`src/sv/nifd_pkg.sv`:
```
// Package for the NEC infrared frame decoder: register indexes, result kinds,
// frame geometry and reset values. No dependencies.
`default_nettype none

package nifd_pkg;

  localparam int DURATION_WIDTH     = 15;
  localparam int FULL_FRAME_SYMBOLS = 34;
  localparam int REPEAT_SYMBOLS     = 2;
  localparam int HALF_BITS          = 16;
  localparam int DATA_BITS          = 2 * HALF_BITS;
  localparam int COUNT_LIMIT        = 35;
  localparam int COUNT_W            = $clog2(COUNT_LIMIT + 1);
  localparam int BIT_IDX_W          = $clog2(DATA_BITS);
  localparam int NUM_REGS           = 8;
  localparam int REG_IDX_W          = $clog2(NUM_REGS);

  // Reset values of the timing registers, in receiver ticks
  localparam int RST_LEADER_MARK  = 9000;
  localparam int RST_LEADER_SPACE = 4500;
  localparam int RST_REPEAT_MARK  = 9000;
  localparam int RST_REPEAT_SPACE = 2250;
  localparam int RST_BIT_MARK     = 560;
  localparam int RST_ZERO_SPACE   = 560;
  localparam int RST_ONE_SPACE    = 1690;
  localparam int RST_TOLERANCE    = 200;

  typedef enum logic [REG_IDX_W-1:0] {
    REG_LEADER_MARK  = 3'd0,
    REG_LEADER_SPACE = 3'd1,
    REG_REPEAT_MARK  = 3'd2,
    REG_REPEAT_SPACE = 3'd3,
    REG_BIT_MARK     = 3'd4,
    REG_ZERO_SPACE   = 3'd5,
    REG_ONE_SPACE    = 3'd6,
    REG_TOLERANCE    = 3'd7
  } cfg_reg_e;

  typedef enum logic [1:0] {
    KIND_FULL   = 2'd0,
    KIND_REPEAT = 2'd1,
    KIND_REJECT = 2'd2
  } frame_kind_e;

endpackage

`default_nettype wire

```
`src/sv/nec_ir_frame_decoder_core.sv`:
```
// NEC infrared frame decoder, top level: symbol input register, timing checks,
// frame state and result register. Depends on nifd_pkg.
`default_nettype none
//
//  Channel | Direction | Handshake                   | Payload
//  --------+-----------+-----------------------------+-------------------------------------
//  in      | sink      | in_valid_i / in_stall_o     | mark_ticks_i, space_ticks_i,
//          |           |                             | frame_end_i
//  out     | source    | out_valid_o / out_stall_i   | frame_kind_o, address_o, command_o
//  cfg     | sink      | cfg_we_i (no back-pressure) | cfg_idx_i, cfg_data_i
//
//  Cycles: one symbol per clock, sustained unless a frame-end symbol waits (see Stalls).
//  A symbol lands in the input register, is checked and folded into the frame state in
//  the following cycle unless it waits; a frame-end symbol's result goes to the output register.
//  The timing compares (one add and compare per bound) set the critical path.
//  Reset: clears frame state, stored codes and both valid flags; timing registers
//  return to their NEC defaults.
//  Stalls: a frame-end symbol waits in the input register only while an earlier
//  result is still held by out_stall_i; symbols that give no result never wait.

module nec_ir_frame_decoder_core
  import nifd_pkg::*;
#(
  parameter int DurW = DURATION_WIDTH
) (
  input  wire logic                 clk_i,
  input  wire logic                 rst_ni,
  // configuration writes
  input  wire logic                 cfg_we_i,
  input  wire logic [REG_IDX_W-1:0] cfg_idx_i,
  input  wire logic [DurW-1:0]      cfg_data_i,
  // symbol input
  input  wire logic                 in_valid_i,
  output logic                      in_stall_o,
  input  wire logic [DurW-1:0]      mark_ticks_i,
  input  wire logic [DurW-1:0]      space_ticks_i,
  input  wire logic                 frame_end_i,
  // frame results
  output logic                      out_valid_o,
  input  wire logic                 out_stall_i,
  output logic [1:0]                frame_kind_o,
  output logic [HALF_BITS-1:0]      address_o,
  output logic [HALF_BITS-1:0]      command_o
);

  // ---------------------------------------------------------------------------
  // Timing registers
  // ---------------------------------------------------------------------------
  logic [DurW-1:0] leader_mark_q, leader_space_q, repeat_mark_q, repeat_space_q;
  logic [DurW-1:0] bit_mark_q, zero_space_q, one_space_q, tolerance_q;

  always_ff @(posedge clk_i or negedge rst_ni) begin
    if (!rst_ni) begin
      leader_mark_q  <= DurW'(RST_LEADER_MARK);
      leader_space_q <= DurW'(RST_LEADER_SPACE);
      repeat_mark_q  <= DurW'(RST_REPEAT_MARK);
      repeat_space_q <= DurW'(RST_REPEAT_SPACE);
      bit_mark_q     <= DurW'(RST_BIT_MARK);
      zero_space_q   <= DurW'(RST_ZERO_SPACE);
      one_space_q    <= DurW'(RST_ONE_SPACE);
      tolerance_q    <= DurW'(RST_TOLERANCE);
    end else if (cfg_we_i) begin
      unique case (cfg_reg_e'(cfg_idx_i))
        REG_LEADER_MARK:  leader_mark_q  <= cfg_data_i;
        REG_LEADER_SPACE: leader_space_q <= cfg_data_i;
        REG_REPEAT_MARK:  repeat_mark_q  <= cfg_data_i;
        REG_REPEAT_SPACE: repeat_space_q <= cfg_data_i;
        REG_BIT_MARK:     bit_mark_q     <= cfg_data_i;
        REG_ZERO_SPACE:   zero_space_q   <= cfg_data_i;
        REG_ONE_SPACE:    one_space_q    <= cfg_data_i;
        REG_TOLERANCE:    tolerance_q    <= cfg_data_i;
        default: ;
      endcase
    end
  end

  // ---------------------------------------------------------------------------
  // Input register
  // ---------------------------------------------------------------------------
  logic            s1_valid_q;
  logic [DurW-1:0] s1_mark_q, s1_space_q;
  logic            s1_last_q;
  logic            out_valid_q;
  logic            advance;
  logic            in_take;

  // A symbol moves on unless it carries a result and the output is still held
  assign advance    = s1_valid_q && (!s1_last_q || !out_valid_q || !out_stall_i);
  assign in_stall_o = s1_valid_q && !advance;
  assign in_take    = in_valid_i && !in_stall_o;

  always_ff @(posedge clk_i or negedge rst_ni) begin
    if (!rst_ni) begin
      s1_valid_q <= 1'b0;
    end else if (in_take) begin
      s1_valid_q <= 1'b1;
    end else if (advance) begin
      s1_valid_q <= 1'b0;
    end
  end

  always_ff @(posedge clk_i) begin
    if (in_take) begin
      s1_mark_q  <= mark_ticks_i;
      s1_space_q <= space_ticks_i;
      s1_last_q  <= frame_end_i;
    end
  end

  // ---------------------------------------------------------------------------
  // Timing checks: strict window either side, widened by one bit so nothing wraps
  // ---------------------------------------------------------------------------
  function automatic logic fits(input logic [DurW-1:0] d, input logic [DurW-1:0] e,
                                input logic [DurW-1:0] tol);
    logic [DurW:0] upper;
    logic [DurW:0] d_up;
    upper = {1'b0, e} + {1'b0, tol};
    d_up  = {1'b0, d} + {1'b0, tol};
    return ({1'b0, d} < upper) && (d_up > {1'b0, e});
  endfunction

  logic leader_ok, repeat_ok, one_ok, zero_ok;

  assign leader_ok = fits(s1_mark_q, leader_mark_q, tolerance_q)
                  && fits(s1_space_q, leader_space_q, tolerance_q);
  assign repeat_ok = fits(s1_mark_q, repeat_mark_q, tolerance_q)
                  && fits(s1_space_q, repeat_space_q, tolerance_q);
  assign one_ok    = fits(s1_mark_q, bit_mark_q, tolerance_q)
                  && fits(s1_space_q, one_space_q, tolerance_q);
  assign zero_ok   = fits(s1_mark_q, bit_mark_q, tolerance_q)
                  && fits(s1_space_q, zero_space_q, tolerance_q);

  // ---------------------------------------------------------------------------
  // Frame state
  // ---------------------------------------------------------------------------
  logic [COUNT_W-1:0]   count_q, count_d;
  logic                 fault_q, fault_d;
  logic                 repeat_q, repeat_d;
  logic [DATA_BITS-1:0] shift_q, shift_d;
  logic [HALF_BITS-1:0] kept_addr_q, kept_addr_d;
  logic [HALF_BITS-1:0] kept_cmd_q, kept_cmd_d;
  logic [BIT_IDX_W-1:0] bit_idx;
  frame_kind_e          kind_d;

  assign bit_idx = BIT_IDX_W'(count_q - COUNT_W'(1));

  always_comb begin
    fault_d     = fault_q;
    repeat_d    = repeat_q;
    shift_d     = shift_q;
    kept_addr_d = kept_addr_q;
    kept_cmd_d  = kept_cmd_q;
    kind_d      = KIND_REJECT;

    // Check this symbol against the timing for its place in the frame
    if (count_q == '0) begin
      if (!leader_ok) begin
        fault_d = 1'b1;
      end
      repeat_d = repeat_ok;
    end else if (count_q <= COUNT_W'(DATA_BITS)) begin
      // A bit that fits both timings counts as a one
      priority if (one_ok) begin
        shift_d[bit_idx] = 1'b1;
      end else if (zero_ok) begin
        shift_d[bit_idx] = 1'b0;
      end else begin
        fault_d = 1'b1;
      end
    end

    count_d = (count_q < COUNT_W'(COUNT_LIMIT)) ? count_q + COUNT_W'(1) : count_q;

    // Classify the frame on its last symbol
    priority if (count_d == COUNT_W'(FULL_FRAME_SYMBOLS) && !fault_d) begin
      kept_addr_d = shift_d[HALF_BITS-1:0];
      kept_cmd_d  = shift_d[DATA_BITS-1:HALF_BITS];
      kind_d      = KIND_FULL;
    end else if (count_d == COUNT_W'(REPEAT_SYMBOLS) && repeat_d) begin
      kind_d = KIND_REPEAT;
    end else begin
      kind_d = KIND_REJECT;
    end
  end

  always_ff @(posedge clk_i or negedge rst_ni) begin
    if (!rst_ni) begin
      count_q     <= '0;
      fault_q     <= 1'b0;
      repeat_q    <= 1'b0;
      shift_q     <= '0;
      kept_addr_q <= '0;
      kept_cmd_q  <= '0;
    end else if (advance) begin
      if (s1_last_q) begin
        // Frame done: keep the codes, clear the frame for the next one
        kept_addr_q <= kept_addr_d;
        kept_cmd_q  <= kept_cmd_d;
        count_q     <= '0;
        fault_q     <= 1'b0;
        repeat_q    <= 1'b0;
        shift_q     <= '0;
      end else begin
        count_q  <= count_d;
        fault_q  <= fault_d;
        repeat_q <= repeat_d;
        shift_q  <= shift_d;
      end
    end
  end

  // ---------------------------------------------------------------------------
  // Result register
  // ---------------------------------------------------------------------------
  frame_kind_e          kind_q;
  logic [HALF_BITS-1:0] addr_q, cmd_q;
  logic                 load_result;

  assign load_result = advance && s1_last_q;

  always_ff @(posedge clk_i or negedge rst_ni) begin
    if (!rst_ni) begin
      out_valid_q <= 1'b0;
    end else if (load_result) begin
      out_valid_q <= 1'b1;
    end else if (!out_stall_i) begin
      out_valid_q <= 1'b0;
    end
  end

  always_ff @(posedge clk_i) begin
    if (load_result) begin
      kind_q <= kind_d;
      addr_q <= kept_addr_d;
      cmd_q  <= kept_cmd_d;
    end
  end

  assign out_valid_o  = out_valid_q;
  assign frame_kind_o = kind_q;
  assign address_o    = addr_q;
  assign command_o    = cmd_q;

  // ---------------------------------------------------------------------------
  // Assertions
  // ---------------------------------------------------------------------------
  a_count_bound : assert property (@(posedge clk_i) disable iff (!rst_ni)
    count_q <= COUNT_W'(COUNT_LIMIT))
    else $error("symbol count beyond saturation limit");

  a_frame_clears : assert property (@(posedge clk_i) disable iff (!rst_ni)
    load_result |=> (count_q == '0) && !fault_q && !repeat_q && (shift_q == '0))
    else $error("frame state not cleared after frame end");

  a_stall_cause : assert property (@(posedge clk_i) disable iff (!rst_ni)
    in_stall_o |-> s1_valid_q && s1_last_q && out_valid_q && out_stall_i)
    else $error("input stalled without a held result");

  a_full_keeps : assert property (@(posedge clk_i) disable iff (!rst_ni)
    out_valid_q && (kind_q == KIND_FULL) && !load_result && !$past(load_result)
      |-> (addr_q == kept_addr_q) && (cmd_q == kept_cmd_q))
    else $error("decoded codes differ from stored codes");

  a_fault_needs_symbol : assert property (@(posedge clk_i) disable iff (!rst_ni)
    fault_q |-> count_q != '0)
    else $error("frame fault set with no symbol seen");

endmodule

`default_nettype wire

```
`config.mk`:
```
export PLATFORM = sky130hd
export DESIGN_NAME = nec_ir_frame_decoder_core
export DESIGN_NICKNAME = d
export VERILOG_FILES = /design/src/sv/nifd_pkg.sv /design/src/sv/nec_ir_frame_decoder_core.sv
export SDC_FILE = /design/constraint.sdc
export NUM_CORES = 1
export LEC_CHECK = 0
export ABC_CLOCK_PERIOD_IN_PS = 7400
export BUFFER_PORTS_ARGS = -buffer_cell sky130_fd_sc_hd__clkbuf_2
export CAP_MARGIN = 20
export CORE_MARGIN = 2
export CORE_UTILIZATION = 37
export DETAILED_ROUTE_END_ITERATION = 7
export HOLD_SLACK_MARGIN = 0.15
export REMOVE_ABC_BUFFERS = 1
export SLEW_MARGIN = 20
export SYNTH_ARGS = -nofsm -noshare
export SYNTH_HDL_FRONTEND = slang
export SYNTH_SLANG_ARGS = --single-unit
```
`constraint.sdc`:
```
create_clock -name clk_i -period 7.4 [get_ports clk_i]
set_input_delay 1.48 -clock clk_i [delete_from_list [all_inputs] [get_ports clk_i]]
set_output_delay 1.48 -clock clk_i [all_outputs]
set_load 0.01 [all_outputs]
```
==> flow_metrics.tcl <==
set metrics [dict create \
    root_buffer "clkbuf_16" \
    worst_clock_skew_ns 0.0199 \
    floorplan.rows 87 \
    max_stage_delay_ns 0.83 \
    synth_edf_count 65 \
    grtUsageTotal 0.210 \
    final-hold-violation-count 0 \
    r2r_setup_slack_ns 0.94 \
    power.leakage_nw 10.7 \
    syn-cell-area_um2 21200 \
    num_vias 17407 \
    worstHoldPathType "reg -> reg" \
    antenna_found_initial 0 \
    rsz0062_at_grt "no" \
    nets 2690 \
    grt_overflow 0 \
    drive_gt1_frac 0.154 \
    cp-start-kind "register" \
    drv_slew 0 \
    dr.pass1.iters 5 \
    dp_hpwl_um 48200 \
    yosysUniqueCellTypes 84 \
    die_y_um 243 \
    timing.fmax_ghz 0.155 \
    cts-resized-gates 0 \
    arrival_ns 6.75 \
    syn_avg_cell_area_um2 9.63 \
    grt_pass1_wl_um 97900 \
    gp_congestion 0.920 \
    setup_viol 0 \
    final_cell_mix "ha_1 (342), inv_1 (179), o21ai_0 (165)" \
    setup_ws_ns 0.937 \
    n_antenna_cell 0 \
    io_pins 90 \
    wirelength_um 62500 \
    cts_sinks 259 \
    drc 0 \
    core_um2 56500 \
    power.density_nw_per_um2 349 \
    critPathCaptureType "register" \
    slew_headroom 0.271 \
    cts_max_path_buffers 3 \
    clk_pin_slew_worst_paths_ns 0.05 \
    clk_latency_ns 0.55 \
    layout_commonest_cell "ha_1" \
    post-cts-setup-buffer-count 0 \
    cp.required_ns 7.68 \
    holdBufCountCts 0 \
    holdWs_ns 0.487 \
    crit_type "reg -> reg" \
    portBuffers 89 \
    crit_chain "inv_1 -> fa_1 -> nor2b_1 -> o21ai_0 -> a21boi_0 -> o21ai_0 -> a21boi_0 -> o21ai_0 -> a31oi_1 -> nor4_1 -> a311o_1 -> ha_1 -> nand3_1 -> nor4_1 -> o21ai_0 -> o211ai_1 -> a211oi_1 -> o22ai_1 -> a31oi_2 -> nor2_4 -> mux2_2" \
    critPathSlowestCell "nor2_4" \
    ant_nets 0 \
    n_fill_cell 5398 \
    yosysSeqAreaShare 0.323 \
    grt_start_max_net_pins 92 \
    start_util 0.375 \
    via_per_inst 5.68 \
    maxCapViolations 0 \
    htreeDepth 2 \
    worstMarginPinSlew_ns 1.09 \
    drtIter0Drc 1272 \
    yosysWarnings 0 \
    ys_ff_latch 259 \
    first_global_vias 17650 \
    tritoncts "done" \
    dp_slack_ns 0.887 \
    die_x_um 243 \
    dieArea_um2 59200 \
    ir_drop_mv 0.179 \
    period_needed_ns 6.46 \
    wl_per_cell_um 20.4 \
    crit_fanout 33 \
    synth_flop_cell "dfrtp_1" \
    cp_common_cell "o21ai_0" \
    cts_buffers 34 \
    async_flop_share 0.749 \
    outcome "complete, no violations" \
    fin_crit_sh 0.873 \
    syn_inst 2200 \
    area_delta_synth_final_pct 11.6 \
]
[routing by layer]
layer | vias to the layer above | global-route usage | wire length [µm] | part of all wire
li1 | 8334 | - | - | -
met1 | 8469 | 0.290 | 28900 | 0.46
met2 | 514 | 0.343 | 28400 | 0.45
met3 | 90 | 0.0288 | 3560 | 0.057
met4 | 0 | 0.0615 | 1740 | 0.028
met5 | - | 0 | 0 | 0
[registers in the layout, indices dropped and copies added (netlist names), 2 cells and up]
signal,flops
leader_space_q,15
address_o,16
count_q,6
one_space_q,15
frame_kind_o,2
tolerance_q,15
s1_mark_q,15
repeat_space_q,15
bit_mark_q,15
kept_cmd_q,16
kept_addr_q,16
leader_mark_q,15
zero_space_q,15
s1_space_q,15
command_o,16
shift_q,32
repeat_mark_q,15
[power breakdown]
group          switching (mW)  internal, mW  total, mW
combinational            2.78          1.91       4.70
sequential              0.258          1.68       1.93
clock                   0.662         0.952       1.61
[stage by stage]
step / area [µm²] / TNS [ns] / util / instances / total power [mW]
after floorplan: 20900 / -10.25 / - / 2134 / 5.18
after global placement: 22500 / 0 / 0.399 / 3004 / 6.43
after detailed placement: 22600 / 0 / 0.399 / 3005 / 6.58
after CTS: 23600 / 0 / 0.418 / 3066 / 8.25
after global routing: 23600 / 0 / 0.418 / 3066 / 8.94
final: 23600 / 0 / 0.418 / 3066 / 8.24
[final timing paths]
check	from	to	cells past startpoint
worst max-delay path	tolerance_q[1]$_DFFE_PN0P_	address_o[9]$_DFFE_PP_	21
worst min-delay path	kept_addr_q[5]$_DFFE_PN0P_	kept_addr_q[5]$_DFFE_PN0P_	1
worst max register to register	tolerance_q[1]$_DFFE_PN0P_	address_o[9]$_DFFE_PP_	21
worst min register to register	kept_addr_q[5]$_DFFE_PN0P_	kept_addr_q[5]$_DFFE_PN0P_	1
max in group asynchronous	rst_ni	kept_addr_q[4]$_DFFE_PN0P_	2
min in group asynchronous	rst_ni	repeat_mark_q[0]$_DFFE_PN0P_	1
[critical path: cells and delay by family, from the launching register on]
family / cells / cell delay [ns]
AO/OA/AOI/OAI: 12 / 2.58
adder cells (fa/ha/maj): 2 / 0.89
buffers and inverters: 1 / 0.38
flip-flops: 1 / 0.53
multiplexers: 1 / 0.42
AND/OR/NAND/NOR: 5 / 1.37
[final cells by class]
cell class	count	area (µm²)	area share
flip-flops and latches	259	6850	0.290
inverters	180	676	0.0286
multi-input cells	1695	13400	0.568
clock inverters	9	56.3	0.00238
repair buffers	115	666	0.0282
clock buffers	52	1020	0.0431
well taps	756	946	0.0400
[kinds of logic (layout without fill, tap and decap cells)]
family,after synthesis,in the layout,synth area share
buf+inv,246,356,0.0450
flops,259,259,0.323
compound gates,627,627,0.193
fa+ha+maj,351,351,0.210
xor+xnor,109,109,0.0451
mux,130,130,0.0690
simple gates,478,478,0.114
[cells in the mapped netlist (all sizes together) (20+ instances only)]
cell type  instances  area (µm²)
a211oi            24         180
a21o              69         518
a21oi            147         736
clkbuf            56         210
dfrtp            159        3980
dfstp             35         920
edfxtp            65        1950
ha               342        4280
inv              179         672
mux2             129        1450
nand2            143         537
nand2b            24         150
nand3             38         190
nand4             46         288
nor2              97         372
nor2b             33         206
nor3              24         131
o21a              20         150
o21ai            168         841
o31ai             22         179
xnor2             57         499
xor2              52         455
Note: power is estimated with default switching activity, not from simulation.
